### src/rtl/sbb_pkg.sv
package sbb_pkg;

   // Fixed geometry of the row pass
   localparam int CHANNEL_BITS  = 24;
   localparam int NUM_CHANNELS  = 4;
   localparam int HISTORY_DEPTH = 64;
   localparam int SLOT_BITS     = $clog2(HISTORY_DEPTH);
   localparam int MAX_RADIUS    = 31;
   localparam int RADIUS_BITS   = 5;
   localparam int RADIUS_CAP    = (MAX_RADIUS < (HISTORY_DEPTH - 1) / 2) ?
                                  MAX_RADIUS : (HISTORY_DEPTH - 1) / 2;
   localparam int POS_MAX       = HISTORY_DEPTH - 1;

   // Register widths
   localparam int MODE_BITS      = 2;
   localparam int SCALE_BITS     = 17;
   localparam int WEIGHT_BITS    = 16;
   localparam int CSR_INDEX_BITS = 3;
   localparam int CSR_DATA_BITS  = 17;

   // Arithmetic widths
   localparam int FRAC_SHIFT = 16;
   localparam int SUM_BITS   = CHANNEL_BITS + $clog2(2 * RADIUS_CAP + 1);
   localparam int ACC_BITS   = CHANNEL_BITS + 18;
   localparam int PROD_BITS  = ACC_BITS + SCALE_BITS;
   localparam logic [CHANNEL_BITS-1:0] CH_MAX = {1'b0, {(CHANNEL_BITS - 1){1'b1}}};

   // Mode register codes
   localparam logic [MODE_BITS-1:0] MODE_BOX    = 2'd0;
   localparam logic [MODE_BITS-1:0] MODE_FRAC   = 2'd1;
   localparam logic [MODE_BITS-1:0] MODE_BYPASS = 2'd2;

   // Register indexes
   localparam logic [CSR_INDEX_BITS-1:0] CSR_MODE        = 3'd0;
   localparam logic [CSR_INDEX_BITS-1:0] CSR_BOX_RADIUS  = 3'd1;
   localparam logic [CSR_INDEX_BITS-1:0] CSR_BOX_SCALE   = 3'd2;
   localparam logic [CSR_INDEX_BITS-1:0] CSR_FRAC_WEIGHT = 3'd3;
   localparam logic [CSR_INDEX_BITS-1:0] CSR_FRAC_SCALE  = 3'd4;

   localparam int QUEUE_DEPTH = 2;
   localparam int QPTR_BITS   = $clog2(QUEUE_DEPTH);
   localparam int QCNT_BITS   = $clog2(QUEUE_DEPTH + 1);

   typedef logic signed [CHANNEL_BITS-1:0] chan_type;
   typedef logic [NUM_CHANNELS-1:0][CHANNEL_BITS-1:0] pix_type;
   typedef logic [SLOT_BITS-1:0] slot_type;

   typedef enum logic [1:0] {
      KIND_BOX,
      KIND_FRAC,
      KIND_PASS
   } kind_type;

   typedef struct packed {
      pix_type  pix;
      logic     row_end;
      slot_type pos;
      slot_type slot;
      kind_type kind;
   } job_type;

   typedef struct packed {
      logic [MODE_BITS-1:0]   mode;
      logic [RADIUS_BITS-1:0] box_radius;
      logic [SCALE_BITS-1:0]  box_scale;
      logic [WEIGHT_BITS-1:0] frac_weight;
      logic [SCALE_BITS-1:0]  frac_scale;
   } cfg_type;

   localparam cfg_type CFG_RESET = '{
      mode:        MODE_BYPASS,
      box_radius:  '0,
      box_scale:   17'd65536,
      frac_weight: '0,
      frac_scale:  17'd65536
   };

   typedef struct packed {
      logic full;
      logic empty;
   } q_stat_type;

   typedef enum logic [3:0] {
      ST_IDLE,
      ST_BOX_START,
      ST_BOX_READ,
      ST_BOX_DRAIN,
      ST_BOX_MUL,
      ST_BOX_EMIT,
      ST_FRAC_READ,
      ST_FRAC_DRAIN,
      ST_FRAC_ACC,
      ST_FRAC_MUL,
      ST_FRAC_EMIT,
      ST_PASS_EMIT
   } back_state_type;

endpackage

### src/rtl/sbb_if.sv
interface sbb_req_if;
   logic              valid;
   logic              ready;
   sbb_pkg::chan_type red_in;
   sbb_pkg::chan_type green_in;
   sbb_pkg::chan_type blue_in;
   sbb_pkg::chan_type alpha_in;
   logic              row_end_in;
   modport source (output valid, red_in, green_in, blue_in, alpha_in, row_end_in,
                   input ready);
   modport sink   (input valid, red_in, green_in, blue_in, alpha_in, row_end_in,
                   output ready);
endinterface


### src/rtl/sbb_front.sv
module sbb_front (
   input  logic                          clock,
   input  logic                          reset,
   sbb_req_if.sink                       req,
   input  logic [sbb_pkg::MODE_BITS-1:0] mode,
   input  sbb_pkg::q_stat_type           q_stat,
   output logic                          q_push,
   output sbb_pkg::job_type              q_data
);

   sbb_pkg::slot_type pos_ff, pos_in;
   sbb_pkg::slot_type slot_ff, slot_in;
   sbb_pkg::kind_type kind;
   logic              accept;

   assign req.ready = !q_stat.full;
   assign accept    = req.valid && !q_stat.full;
   assign q_push    = accept;

   // Classify by the current mode; mode three acts as bypass
   always_comb begin
      unique case (mode)
         sbb_pkg::MODE_BOX:  kind = sbb_pkg::KIND_BOX;
         sbb_pkg::MODE_FRAC: kind = sbb_pkg::KIND_FRAC;
         default:            kind = sbb_pkg::KIND_PASS;
      endcase
   end

   always_comb begin
      q_data.pix[0]  = req.red_in;
      q_data.pix[1]  = req.green_in;
      q_data.pix[2]  = req.blue_in;
      q_data.pix[3]  = req.alpha_in;
      q_data.row_end = req.row_end_in;
      q_data.pos     = pos_ff;
      q_data.slot    = slot_ff;
      q_data.kind    = kind;
   end

   always_comb begin
      pos_in  = pos_ff;
      slot_in = slot_ff;
      if (accept) begin
         slot_in = slot_ff + 1'b1;
         priority if (req.row_end_in) pos_in = '0;
         else if (pos_ff != sbb_pkg::SLOT_BITS'(sbb_pkg::POS_MAX)) pos_in = pos_ff + 1'b1;
         else pos_in = pos_ff;
      end
   end

   always_ff @(posedge clock) begin
      if (reset) begin
         pos_ff  <= '0;
         slot_ff <= '0;
      end else begin
         pos_ff  <= pos_in;
         slot_ff <= slot_in;
      end
   end

endmodule

### src/flat_wrapper.sv
// flat-port wrapper written by rule: the top's interface ports become plain ports
module sbb_front_flat 
  (clock, reset, mode, q_stat, q_push, q_data, req_valid, req_red_in, req_green_in, req_blue_in, req_alpha_in, req_row_end_in, req_ready);
  sbb_req_if req_i ();
  input  logic clock;
  input  logic reset;
  input  logic [sbb_pkg::MODE_BITS-1:0] mode;
  input  sbb_pkg::q_stat_type q_stat;
  output logic q_push;
  output sbb_pkg::job_type q_data;
  input wire logic [$bits(req_i.valid)-1:0] req_valid;
  input wire logic [$bits(req_i.red_in)-1:0] req_red_in;
  input wire logic [$bits(req_i.green_in)-1:0] req_green_in;
  input wire logic [$bits(req_i.blue_in)-1:0] req_blue_in;
  input wire logic [$bits(req_i.alpha_in)-1:0] req_alpha_in;
  input wire logic [$bits(req_i.row_end_in)-1:0] req_row_end_in;
  output wire logic [$bits(req_i.ready)-1:0] req_ready;
  assign req_i.valid = req_valid;
  assign req_i.red_in = req_red_in;
  assign req_i.green_in = req_green_in;
  assign req_i.blue_in = req_blue_in;
  assign req_i.alpha_in = req_alpha_in;
  assign req_i.row_end_in = req_row_end_in;
  assign req_ready = req_i.ready;
  sbb_front u_core (.clock(clock), .reset(reset), .req(req_i), .mode(mode), .q_stat(q_stat), .q_push(q_push), .q_data(q_data));
endmodule
### config.mk
export PLATFORM = sky130hd
export DESIGN_NAME = sbb_front_flat
export DESIGN_NICKNAME = d
export VERILOG_FILES = /design/src/rtl/sbb_pkg.sv /design/src/rtl/sbb_if.sv /design/src/rtl/sbb_front.sv /design/src/flat_wrapper.sv
export SDC_FILE = /design/constraint.sdc
export NUM_CORES = 1
export LEC_CHECK = 0
export BUFFER_PORTS_ARGS = -buffer_cell sky130_fd_sc_hd__buf_4
export CAP_MARGIN = 20
export CORE_AREA = 2 2 84 86
export DETAILED_ROUTE_END_ITERATION = 16
export DIE_AREA = 0 0 86 88
export GPL_TIMING_DRIVEN = 0
export SLEW_MARGIN = 20
export SYNTH_ARGS = -nofsm -noshare
export SYNTH_HDL_FRONTEND = slang
export SYNTH_SLANG_ARGS = --single-unit
### constraint.sdc
create_clock -name clock -period 1.2 [get_ports clock]
set_input_delay 0.18 -clock clock [delete_from_list [all_inputs] [get_ports clock]]
set_output_delay 0.18 -clock clock [all_outputs]
set_load 0.02 [all_outputs]
======== Word level (Yosys, flattened, before mapping) ========
Cells that the tools add are included.
storage, ports and cells
  word-level logic and storage cells ...... 14
  bits in registers ....................... 12
operators by class
  add/subtract/negate cells ............... 2
  multiplexer cells ....................... 3
  reductions and logical operators ........ 5
  equality and inequality tests ........... 2
operators by type and width
  kind                   count
  $add A6 B1 Y6 const B  2
  $mux W6                2
  $ne A6 B6 Y1 const B   1
  $pmux W2 S2            1
  $eq A2 B1 Y1 const B   1
  $logic_not A2 Y1       1
  $reduce_and A2 Y1      1
  $reduce_bool A2 Y1     1
  $logic_and A1 B1 Y1    1
  $logic_not A1 Y1       1

======== Logic depth before layout (Yosys ltp) ========
  depth in word-level cells ............... 3
  gate-level depth with buffers ........... 4

======== Worst setup path after synthesis ========
OpenSTA, ideal clock, no wires.
  kind .................................... reg-to-reg
  from .................................... reg u_core.pos_ff[0]
  to ...................................... reg u_core.pos_ff[3]
  path slack .............................. -201 ps
  arrival time ............................ 1329 ps
  stages on the path, launching flop included .. 5
  buffers on the path ..................... 0
  clock period less this slack ............ 1401 ps
  required time ........................... 1128 ps
  path through ............................ dfxtp_1 > ha_1 > and3b_1 > a211oi_1 > mux2i_1
on the way
  word-level cells in the longest chain between the ends .. 3
  elaborated cells on any way between the ends .. 6
ends and longest elaborated chain
  what                                                  RTL line         RTL
  start: declaration                                    sbb_front.sv:11  sbb_pkg::slot_type pos_ff, pos_in;
  start signal: assignment                              sbb_front.sv:56  pos_ff <= pos_in;
  $add A6 B1 Y6 / $ne A6 B6 Y1 (equally long branches)  sbb_front.sv:46  else if (pos_ff != sbb_pkg::SLOT_BITS'(sbb_pkg::POS_MAX)) pos_in = pos_ff + 1'b1;
  $mux W6 / $reduce_bool A2 Y1 (equally long branches)  n/a
  $mux W6 / $reduce_and A2 Y1 (equally long branches)   n/a
Parallel ways exist; a longest one is shown, timed or not. The select of a mux whose other input is x is not followed.
A chain may end at the register's enable or synchronous reset.

======== Worst setup path in the final report ========
Same ends and word-level chain as after synthesis.

==> results.ini <==
[status]
status = finished, final reports clean

[floorplanning]
die_x_um = 86
rows = 30
die_y_um = 88
coreArea_um2 = 6640
dieArea_um2 = 7570
start_util_pct = 21.0
io_pins = 217

[drt]
wl_per_cell_um = 10.2
drc = 0
ant_nets = 0
drt_iter0_markers = 32
wl_um = 3820
via_count = 1443
detail_route.first_pass.iterations = 4
viasPerCell = 3.86

[pwr]
vdd_drop_max_mv = 0.422
p_sw_uw = 550
p_int_mw = 1.16
finalPower_mw = 1.71
power_density_nw_per_um2 = 677
switching_share_pct = 32.1
clkPwrFrac_pct = 26.4
p_seq_share_pct = 24.2
leakagePower_nw = 1.35
combPwrFrac_pct = 49.5

[logic_synthesis]
synth_flop_cell = dfxtp_1
synth_top_family_by_area = buffers and inverters
synth_edf_count = 0
synth.top_cell.area_share_pct = 52.6
netlist_area_um2 = 1400
ys_seq_area_share_pct = 17.2
synth.avg_cell_area_um2 = 8.37
syn_nets = 273
synth_area_leaders = buf_4, dfxtp_1, mux2i_1, nand3b_1, nor2b_1
synthSimpleGateAreaFrac_pct = 15.0
ys_ff_latch = 12
synth_cell_types = 33
async_flop_share_pct = 0
yosys.area.top_type = buf_4
synth_xor_xnor_area_share_pct = 1.25
yosysWarnings = 0
synth_mux_area_share_pct = 4.74
synth_compound_area_share_pct = 6.00
synthAdderAreaFrac_pct = 1.79
synth_cells = 167

[clock_tree]
cts_tree = built
cts-root-buf = clkbuf_8
clock_latency_ns = 0.24
numCtsBuffers = 3
htreeDepth = 1
ctsHoldBuffers = 0
cts_buffer_depth = 2
clk_pin_slew_ns = 0.06
cts.sink_count = 12

[final_layout]
finalInstanceArea_um2 = 2520
final_util_pct = 38.0
diodes = 0
area_growth_pct = 80.7
finalNonFillerCells = 374
nNetsFinal = 401
n_fill_cell = 682
final_layout_size_suffix_gt1_share_pct = 81.6

[timing]
fmax_mhz = 837
final-setup-viol-count = 0
rsz0062_at_grt = true
drv_slew = 0
relSlewSlack_pct = 74.2
fin_tns_setup_ns = 0
tightest_slew_ns = 0.387
setup_slack_ns = 0.00460
period_share_pct = 99.6
period_minus_slack_ns = 1.20
skew_ns = 0.00262
hold_slack_ns = 0.256
hold_viol = 0

[global_routing]
grt-ovfl-total = 0
grtUsageTotal_pct = 8.03
grt_antenna_before_repair = 0
grt_pass1_wl_um = 4790
grt_max_degree = 11
first_global_vias = 1110

[setup_path]
worst_ep_arrival_time_ns = 1.37
max_stage_delay_ns = 0.35
end_kind = flip-flop
crit_path_top_delay_cell = dfxtp_4
crit_required_ns = 1.37
cp-start-kind = flip-flop
worstSetupPathType = flip-flop to flip-flop
path_cells = ha_4, and3b_2, a211oi_2, mux2i_1
path_max_fanout = 3

[place]
gp_congestion = 0.717
port_buffers = 119
dp_hpwl_um = 3320
place_ws_ns = -0.0317
dp_cells = 366
dpl-instance-area_um2 = 2420

[flow_run]
cap_violations = 0

[worst_hold_path]
hp-class = input pin to flip-flop

==> worst max-delay path: cells and delay by family (launching register included) <==
kind                       cells  cell delay [ns]
adders and majority gates      1             0.15
muxes                          1             0.19
AOI/OAI and AO/OA              1             0.21
and+or+nand+nor                1             0.22
DFF                            1             0.35
==> area by class of cell <==
cell class                      count  area (um2)  area share, %
Sequential cell                    12         255           10.1
Buffer                            100         743           29.4
Multi-Input combinational cell     52         429           17.0
Clock buffer                        4        55.1           2.18
Timing Repair Buffer              123         931           36.9
Tap cell                           80         100           3.96
Inverter                            3        11.3          0.446
==> power groups by stage <==
stage | Sequential, mW | Combinational, mW | Clock (mW)
final | 0.414 | 0.846 | 0.451
after global routing | 0.414 | 0.893 | 0.492
after CTS | 0.415 | 0.853 | 0.470
after detailed placement | 0.425 | 0.846 | 0
after global placement | 0.425 | 0.839 | 0
after floorplan | 0.432 | 0.529 | 0
==> path summary, 6_finish.rpt <==
kind                                       from  cells after the start                       endpoint  slack [ns]
setup / recovery  u_core.pos_ff[0]$_SDFFE_PP0P_                      4  u_core.pos_ff[3]$_SDFFE_PP0P_       0.005
hold / removal                   req_row_end_in                      3  u_core.pos_ff[1]$_SDFFE_PP0P_        0.26
setup reg to reg  u_core.pos_ff[0]$_SDFFE_PP0P_                      4  u_core.pos_ff[3]$_SDFFE_PP0P_       0.005
hold reg to reg   u_core.pos_ff[5]$_SDFFE_PP0P_                      2  u_core.pos_ff[5]$_SDFFE_PP0P_        0.51
==> Yosys cell counts, types with 2 or more instances <==
cell type  count
a21oi_1        3
buf_4         98
clkbuf_1       2
dfxtp_1       12
ha_1           2
inv_1          3
mux2i_1        4
nand2_1        2
nand2b_1       2
nand3_1        2
nand3b_1       5
nor2_1         5
nor2b_1        5
or3_1          2
or3b_1         2
==> placed cells by master, fill, tap and decap left out, drive strengths merged <==
cell    instances
xnor2           1
clkbuf          6
a311oi          1
a21boi          1
o21ai           1
nand2b          2
buf           221
inv             3
or3b            3
and3b           1
mux2i           4
nand3b          5
and4bb          1
dfxtp          12
o31ai           1
nand4           1
nor3            1
xor2            1
nand3           2
ha              2
a211oi          2
nor2            5
nand4b          1
and3            1
nand2           2
a41oi           1
or3             2
a21oi           3
nor2b           5
mux2            2
==> flip-flops by register name, summed over array words and instances (netlist names) <==
| signal | count |
|---|---|
| u_core.pos_ff | 6 |
| u_core.slot_ff | 6 |
==> cells by family (layout without fill, tap and decap cells) <==
family / count (synthesis) / after routing
XOR/XNOR: 2 / 2
AND/OR/NAND/NOR: 32 / 32
flip-flops: 12 / 12
multiplexers: 6 / 6
AO/OA/AOI/OAI: 10 / 10
buffers and inverters: 103 / 230
adder cells (fa/ha/maj): 2 / 2
==> per-layer routing <==
metal | vias up | GRT usage [%] | wire length [um]
met3 | 2 | 3.11 | 632
met1 | 619 | 7.75 | 1150
met5 | - | 0 | 0
met4 | 0 | 2.60 | 25
li1 | 700 | - | -
met2 | 122 | 15.6 | 2010
==> timing repair <==
item / in CTS / in global routing
buffers inserted: 3 / 1
endpoints found under the hold margin: 0 / 0
gates resized for setup: 1 / 4
pin swaps: 3 / 4
setup endpoints to repair: 6 / 6
Power figures use the tool's default switching activity.
