==> config.mk <==
export PLATFORM = sky130hd
export DESIGN_NAME = sbb_queue
export DESIGN_NICKNAME = d
export VERILOG_FILES = /design/src/rtl/sbb_pkg.sv /design/src/rtl/sbb_queue.sv
export SDC_FILE = /design/constraint.sdc
export NUM_CORES = 1
export LEC_CHECK = 0
export BUFFER_PORTS_ARGS = -buffer_cell sky130_fd_sc_hd__buf_2
export CORE_MARGIN = 2
export CORE_UTILIZATION = 40
export DETAILED_ROUTE_END_ITERATION = 12
export GPL_ROUTABILITY_DRIVEN = 0
export GPL_TIMING_DRIVEN = 0
export PLACE_DENSITY_LB_ADDON = 0.1
export SYNTH_ARGS = -nofsm -noshare
export SYNTH_HDL_FRONTEND = slang
export SYNTH_SLANG_ARGS = --single-unit
==> constraint.sdc <==
create_clock -name clock -period 18.2 [get_ports clock]
set_clock_uncertainty 0.15 [all_clocks]
set_input_delay 0.91 -clock clock [delete_from_list [all_inputs] [get_ports clock]]
set_output_delay 0.91 -clock clock [all_outputs]
set_load 0.02 [all_outputs]
==> src/rtl/sbb_pkg.sv <==
package sbb_pkg;

   // Fixed geometry of the row pass
   localparam int CHANNEL_BITS  = 24;
   localparam int NUM_CHANNELS  = 4;
   localparam int HISTORY_DEPTH = 64;
   localparam int SLOT_BITS     = $clog2(HISTORY_DEPTH);
   localparam int MAX_RADIUS    = 31;
   localparam int RADIUS_BITS   = 5;
   localparam int RADIUS_CAP    = (MAX_RADIUS < (HISTORY_DEPTH - 1) / 2) ?
                                  MAX_RADIUS : (HISTORY_DEPTH - 1) / 2;
   localparam int POS_MAX       = HISTORY_DEPTH - 1;

   // Register widths
   localparam int MODE_BITS      = 2;
   localparam int SCALE_BITS     = 17;
   localparam int WEIGHT_BITS    = 16;
   localparam int CSR_INDEX_BITS = 3;
   localparam int CSR_DATA_BITS  = 17;

   // Arithmetic widths
   localparam int FRAC_SHIFT = 16;
   localparam int SUM_BITS   = CHANNEL_BITS + $clog2(2 * RADIUS_CAP + 1);
   localparam int ACC_BITS   = CHANNEL_BITS + 18;
   localparam int PROD_BITS  = ACC_BITS + SCALE_BITS;
   localparam logic [CHANNEL_BITS-1:0] CH_MAX = {1'b0, {(CHANNEL_BITS - 1){1'b1}}};

   // Mode register codes
   localparam logic [MODE_BITS-1:0] MODE_BOX    = 2'd0;
   localparam logic [MODE_BITS-1:0] MODE_FRAC   = 2'd1;
   localparam logic [MODE_BITS-1:0] MODE_BYPASS = 2'd2;

   // Register indexes
   localparam logic [CSR_INDEX_BITS-1:0] CSR_MODE        = 3'd0;
   localparam logic [CSR_INDEX_BITS-1:0] CSR_BOX_RADIUS  = 3'd1;
   localparam logic [CSR_INDEX_BITS-1:0] CSR_BOX_SCALE   = 3'd2;
   localparam logic [CSR_INDEX_BITS-1:0] CSR_FRAC_WEIGHT = 3'd3;
   localparam logic [CSR_INDEX_BITS-1:0] CSR_FRAC_SCALE  = 3'd4;

   localparam int QUEUE_DEPTH = 2;
   localparam int QPTR_BITS   = $clog2(QUEUE_DEPTH);
   localparam int QCNT_BITS   = $clog2(QUEUE_DEPTH + 1);

   typedef logic signed [CHANNEL_BITS-1:0] chan_type;
   typedef logic [NUM_CHANNELS-1:0][CHANNEL_BITS-1:0] pix_type;
   typedef logic [SLOT_BITS-1:0] slot_type;

   typedef enum logic [1:0] {
      KIND_BOX,
      KIND_FRAC,
      KIND_PASS
   } kind_type;

   typedef struct packed {
      pix_type  pix;
      logic     row_end;
      slot_type pos;
      slot_type slot;
      kind_type kind;
   } job_type;

   typedef struct packed {
      logic [MODE_BITS-1:0]   mode;
      logic [RADIUS_BITS-1:0] box_radius;
      logic [SCALE_BITS-1:0]  box_scale;
      logic [WEIGHT_BITS-1:0] frac_weight;
      logic [SCALE_BITS-1:0]  frac_scale;
   } cfg_type;

   localparam cfg_type CFG_RESET = '{
      mode:        MODE_BYPASS,
      box_radius:  '0,
      box_scale:   17'd65536,
      frac_weight: '0,
      frac_scale:  17'd65536
   };

   typedef struct packed {
      logic full;
      logic empty;
   } q_stat_type;

   typedef enum logic [3:0] {
      ST_IDLE,
      ST_BOX_START,
      ST_BOX_READ,
      ST_BOX_DRAIN,
      ST_BOX_MUL,
      ST_BOX_EMIT,
      ST_FRAC_READ,
      ST_FRAC_DRAIN,
      ST_FRAC_ACC,
      ST_FRAC_MUL,
      ST_FRAC_EMIT,
      ST_PASS_EMIT
   } back_state_type;

endpackage

==> src/rtl/sbb_queue.sv <==
module sbb_queue (
   input  logic                clock,
   input  logic                reset,
   input  logic                push,
   input  sbb_pkg::job_type    push_data,
   input  logic                pop,
   output sbb_pkg::job_type    pop_data,
   output sbb_pkg::q_stat_type stat
);

   sbb_pkg::job_type                 data_ff [sbb_pkg::QUEUE_DEPTH];
   logic [sbb_pkg::QPTR_BITS-1:0]    wr_ptr_ff;
   logic [sbb_pkg::QPTR_BITS-1:0]    rd_ptr_ff;
   logic [sbb_pkg::QCNT_BITS-1:0]    count_ff, count_in;

   assign pop_data   = data_ff[rd_ptr_ff];
   assign stat.full  = (count_ff == sbb_pkg::QCNT_BITS'(sbb_pkg::QUEUE_DEPTH));
   assign stat.empty = (count_ff == '0);

   always_comb begin
      count_in = count_ff;
      if (push && !pop) count_in = count_ff + 1'b1;
      else if (pop && !push) count_in = count_ff - 1'b1;
   end

   always_ff @(posedge clock) begin
      if (push) data_ff[wr_ptr_ff] <= push_data;
      if (reset) begin
         wr_ptr_ff <= '0;
         rd_ptr_ff <= '0;
         count_ff  <= '0;
      end else begin
         // Wrap the pointers at the queue depth
         if (push) wr_ptr_ff <= (wr_ptr_ff == sbb_pkg::QPTR_BITS'(sbb_pkg::QUEUE_DEPTH - 1)) ?
                                '0 : wr_ptr_ff + 1'b1;
         if (pop)  rd_ptr_ff <= (rd_ptr_ff == sbb_pkg::QPTR_BITS'(sbb_pkg::QUEUE_DEPTH - 1)) ?
                                '0 : rd_ptr_ff + 1'b1;
         count_ff <= count_in;
      end
   end

endmodule

[After elaboration in Yosys (flattened, before gate mapping)]
Memory sizes are Yosys's and may differ from the RTL's. A register that Yosys moved wholly into a read port is not among the register bits.
Cells that the tools add are included.
Storage, ports and cells
  flip-flop bits (word level): 4
  memory bits (writable): 222
  input port bits: 115
  output and inout bits: 113
  word-level logic and storage cells: 23
  memories: 1
Cells by class
  $add $sub $neg: 4
  equality and inequality tests: 1
  mux-type cells: 8
  reduce and logical (&&, ||, !) cells: 6
Memory list
  data_ff: depth 2, bits a word 111, rd ports 1, clocked after Yosys merged registers in 1, wr ports 1, line sbb_queue.sv:11  | sbb_pkg::job_type data_ff [sbb_pkg::QUEUE_DEPTH];
Operator list (number)
  two-way mux 1 bit: 6
  two-way mux 2 bit: 2
  adder 1 bit (second input constant): 2
  adder 2 x 1 -> 2 bit (second input constant): 1
  == test 2 bit (second input constant): 1
  logical AND 1 bit: 2
  logical NOT 1 bit: 2
  logical NOT 2 bit: 1
  nonzero test 2 bit: 1
  subtractor 2 x 1 -> 2 bit (second input constant): 1

[Depth between registers and ports, before layout]
Gate-level depths: netlist of run 1.
  depth after elaboration: 4
  mapped depth: 5
  mapped depth without buffers: 5

[Least setup slack after synthesis of run 1]
OpenSTA, ideal clock, no wires.
  path kind: input to register
  start point: input port push
  end point: memory data_ff[0][0] in the netlist's numbering, enable pin
  setup time: 595 ps
  data arrival time: 5732 ps
  required time: 17455 ps
  setup slack: 11723 ps
  stages: 1
  buffers on the path: 0
  cell sequence: nor2b_1
On the way
  cells in the longest elaborated chain, start to end: 2
Ends and longest elaborated chain
  start: declaration: line sbb_queue.sv:4  | input logic push,
  two-way mux 1 bit: line sbb_queue.sv:27  | if (push) data_ff[wr_ptr_ff] <= push_data;
  two-way mux 1 bit (implied by the code): line sbb_queue.sv:27
  end: declaration: line sbb_queue.sv:11
No other way between the ends.

==> results of run 1 <==
## routing by layer
metal	global-route usage [%]	vias to the layer above	share of wire [%]
li1	-	1983	-
met1	16.56	2055	39
met2	23.84	166	48
met3	5.432	30	10
met4	3.798	0	2.4
met5	0	-	0
## sequential cells by signal (all words and copies together) (netlist names), named ones only
| name | cells |
|---|---|
| wr_ptr_ff | 1 |
| count_ff | 2 |
| data_ff | 222 |
| rd_ptr_ff | 1 |
## worst min-delay path: cells and delay by family, from the launching register on
family | cells | cell delay [ps]
DFF | 1 | 330
xor gates and xnor gates | 1 | 80
and+or+nand+nor | 1 | 80
## cell families (layout without fill, tap and decap cells)
group | Yosys count | after routing | share of synthesized area [%]
xor+xnor | 4 | 4 | 0.4249
fa+ha+maj | 1 | 1 | 0.1517
mux | 111 | 111 | 15.16
flops | 227 | 227 | 82.05
other cells | 0 | 1 | 0
compound gates | 2 | 2 | 0.1213
buf+inv | 13 | 287 | 1.532
simple gates | 9 | 9 | 0.5616
## where the power goes
part	total (mW)	switching [mW]	internal, mW	leakage (nW)
logic	0.152	0.0888	0.0631	1.48
registers	0.617	0.00701	0.610	2.13
clock network	0.449	0.185	0.264	0.361
## final cells by class
class                   instances  area [um2]  share of cell area [%]
inverters                       1       3.754                 0.03556
repair buffers                231        1224                   11.59
flip-flops and latches        227        6766                   64.10
clock buffers                  29       640.6                   6.068
diodes                          1       2.502                 0.02371
well taps                     270       337.8                   3.200
clock inverters                14       95.09                  0.9008
multi-input cells             127        1364                   12.92
plain buffers                  12       122.6                   1.162
## layout by cell type (no fill, tap or decap), types with 2 or more instances in the layout
| cell | n |
|---|---|
| nor2_1 | 5 |
| clkinvlp_4 | 2 |
| buf_6 | 10 |
| clkbuf_16 | 25 |
| clkinv_2 | 7 |
| edfxtp_1 | 222 |
| mux2_2 | 111 |
| buf_2 | 229 |
| clkinv_1 | 4 |
| xor2_1 | 2 |
| clkbuf_1 | 4 |
| buf_12 | 3 |
| dfxtp_1 | 5 |
| xnor2_1 | 2 |
## per-stage QoR
stage               setup WS (ps)  total power [mW]
finish                      15360             1.217
detailed placement          15370            0.7831
global placement             8667            0.7826
floorplan                   11720            0.7260
global route                15270             1.269
CTS                         15310             1.237
## final timing paths
path / endpoint / slack (ps) / startpoint
max: pop_data[5] / 15360 / flip-flop
max reg2reg: data_ff[0][78]$_DFFE_PP_ / 16180 / wr_ptr_ff$_SDFFE_PP0P_
min: rd_ptr_ff$_SDFFE_PP0P_ / 370 / rd_ptr_ff$_SDFFE_PP0P_
min reg2reg: rd_ptr_ff$_SDFFE_PP0P_ / 370 / rd_ptr_ff$_SDFFE_PP0P_
==> run metrics, run 1 <==
detailed router's first-iteration violation count 178; Synth Flop Type edfxtp_1; Most common cell on crit path buf_6; crit path buf inv count 3; largest net degree at the start of global routing 57; clock slew at reported path FFs 60 ps; f_max 0.3524 GHz; fillcell total 1705; setup violators final 0; Final Cell Area 10560 um2; Avg Cell Area, Syn 22.47 um2; Max Buffers Root-to-Sink 3; Critical Path Start Type flip-flop; RSZ-0062 raised after global routing no; via count 4234; syn_nets 483; HP Class reg2reg; TritonCTS clock tree built; vias in the first global route 4600; max-slew violation count 0; GR Overflow Total 0; Pleak 3.963 nW; Die ar. 21780 um2; GRT Total Usage 13.96%; fin crit share 15.59%; H-tree depth 1; core area 20230 um2; Yosys top cell area share 80.84%; Critical Path RT 17140 ps; Async S/R FF share, synth 0%; die width 147.6 um; initial antenna violation count 1; final core utilization 52.17%; antenna-violating nets left 0; Post-DP HPWL 10370 um; Rows 52; EDFF count, synth 222; # nets final 740; Post-Syn Area 8247 um2; top-count cell post-synth edfxtp_1; fin crit period 2837 ps; CP cell instances buf_6, buf_6, mux2_2, buf_2; Yosys cell types 16; Die Y 147.6 um; Starting Density 40.76%; worst slew pin tran 842.5 ps; vias per cell 4.643; setup_tns 0 ps; WHS 370.2 ps; Clock Latency Late Sink 500 ps; Seq/Total Area, Yosys 82.05%; status completed; CP Class reg2out; Crit path depth 4; number of buffers added for setup after CTS 0; final hold vios 0; routed wire length 15490 um; largest area contributor in the netlist edfxtp_1; Max transition margin 43.72%; Crit-path slowest cell dfxtp_1; io pins 228; Pre-antenna DRT Iters 4; Placed Cells 868; endpoint class of the critical path primary output; # hold bufs at CTS 0; Post-Layout Cell Count 912; CP arrival 1780 ps; drt drc 0; Yosys reg bits 227; Post-Syn Instances 367; CP peak stage delay 360 ps; FF-to-FF path depth 3; share of cells above drive strength 1 61.15%; area delta synth->final 28.01%; Synth area leaders edfxtp_1, mux2_2, buf_6; max-cap viol count 0; critical path's top delay family buffers and inverters; # resized after CTS 0; placed cell area 9818 um2; Max IR drop VDD 0.00007593 V; WL/cell 16.99 um; Buffers on Ports 227; number of clock sinks 227; CP max FO 10; YS warnings 0; clock root cell clkbuf_16; power per cell area 115.3 nW/um2; top cells by count, synth edfxtp_1, mux2_2, buf_6; first-pass GRT wire length 23710 um; CTS Buf Count 24; worst hold stages 2
No activity file was read; power rests on OpenSTA's default activity.
==> run 2, diff against run 1 <==
==> constraint.sdc (replaced) <==
create_clock -name clock -period 2.55 [get_ports clock]
set_clock_uncertainty 0.15 [all_clocks]
set_input_delay 0.1275 -clock clock [delete_from_list [all_inputs] [get_ports clock]]
set_output_delay 0.1275 -clock clock [all_outputs]
set_load 0.02 [all_outputs]
==> run 2 against run 1 <==
Against the previous run:
- clock power increased to 7.4 times the previous value
- critical path depth stayed put
- first-iteration DRC count is 4.5% lower
- die area unchanged
- hold slack worse by 340 ps
- sequential share of layout area shrank 6.5 points
- register-to-register slack worse by 16000 ps
- wire length up 8.0%
- highest routed layer unchanged
==> run metrics, run 2 (synthesis results as in run 1) <==
Most common cell on crit path buf_6; vias per cell 4.520; via count 4647; final setup margin 484.4 ps; GRT Total Usage 15.22%; Regs by FF count data_ff (222), count_ff (2); endpoint class of the critical path primary output; Critical Path Start Type flip-flop; CP Class reg2out; worst slew pin tran 755.2 ps; flop2flop setup slack 630 ps; area delta synth->final 42.41%; Pleak 4.458 nW; commonest non-fill, non-tap cells in the layout buf_2, edfxtp_1, dlygate4sd3_1; commonest non-fill, non-tap cell in the layout buf_2; H-tree depth 1; Post-DP HPWL 10530 um; Die Y 147.6 um; WL/cell 16.28 um; die width 147.6 um; antenna-violating nets left 0; Rows 52; fin crit period 2066 ps; routed wire length 16740 um; largest net degree at the start of global routing 62; Pre-antenna DRT Iters 4; f_max 0.4841 GHz; Clock Latency Late Sink 500 ps; number of clock sinks 227; clock slew at reported path FFs 60 ps; Die ar. 21780 um2; WHS 30.48 ps; CP cell instances buf_6, buf_6, mux2_2, buf_2; drt drc 0; HP Class in2reg; core area 20230 um2; Power, Total 8.962 mW; Post-Layout Cell Count 1028; Buffers on Ports 227; share of cells above drive strength 1 51.39%; power per cell area 763.1 nW/um2; detailed router's first-iteration violation count 170; vias in the first global route 5121; fin crit share 81.00%; worst slack, placed 598.5 ps; CP max FO 10; initial antenna violation count 1; CTS Buf Count 24; final hold vios 0; max-cap viol count 0; Starting Density 40.76%; Critical Path RT 2270 ps; TritonCTS clock tree built; status completed; Placed Cells 869; Max Buffers Root-to-Sink 3; io pins 228; max-slew violation count 0; Crit-path slowest cell dfxtp_1; # nets final 855; Biggest register data_ff; setup violators final 0; CP arrival 1790 ps; first-pass GRT wire length 26170 um; clock root cell clkbuf_16; GR Overflow Total 0; max reg flops 222; final core utilization 58.04%; Max IR drop VDD 0.0004841 V; Max transition margin 49.66%; CP peak stage delay 370 ps; RSZ-0062 raised after global routing no
run 2: cell type report:
type,count,area (um2)
Inverter,1,3.754
Multi-Input combinational cell,127,1364
Tap cell,270,337.8
Timing Repair Buffer,346,2392
Clock inverter,9,90.09
Sequential cell,227,6768
Buffer,12,122.6
Antenna cell,1,2.502
Clock buffer,35,663.1
Fill cell,1596,8491
run 2: power by group:
group	internal (mW)	switching [mW]
Clock	2.00	1.32
Combinational	0.573	0.670
Sequential	4.35	0.0502
run 2: per-layer routing:
metal,GRT usage [%],part of all wire [%]
met1,17.42,39
met2,27.67,51
met3,4.568,7.6
met4,4.231,2.3
met5,0,0
run 2: what timing repair did:
action                                 CTS  global route
hold buffers                           114             0
buffers inserted                         0             0
gates resized for setup                  0             0
endpoints found under the hold margin  227             0
run 2: final timing paths:
kind / startpoint / end / cells past startpoint
worst max-delay path: flip-flop / pop_data[23] / 4
worst min-delay path: push / count_ff[0]$_SDFFE_PP0P_ / 4
worst max register to register: wr_ptr_ff$_SDFFE_PP0P_ / data_ff[1][77]$_DFFE_PP_ / 2
worst min register to register: rd_ptr_ff$_SDFFE_PP0P_ / rd_ptr_ff$_SDFFE_PP0P_ / 2
run 2: worst max-delay path, delay by kind of cell, from the launching register on:
family                 cells  cell delay (ps)
buffers and inverters      3              570
DFF                        1              370
muxes                      1              350
run 2: metrics by stage:
step | instance area, um2 | TNS [ps]
final | 11740 | 0
after CTS | 11740 | 0
after floorplan | 8257 | 0
after detailed placement | 9847 | 0
after global routing | 11740 | 0
after global placement | 9731 | -164060
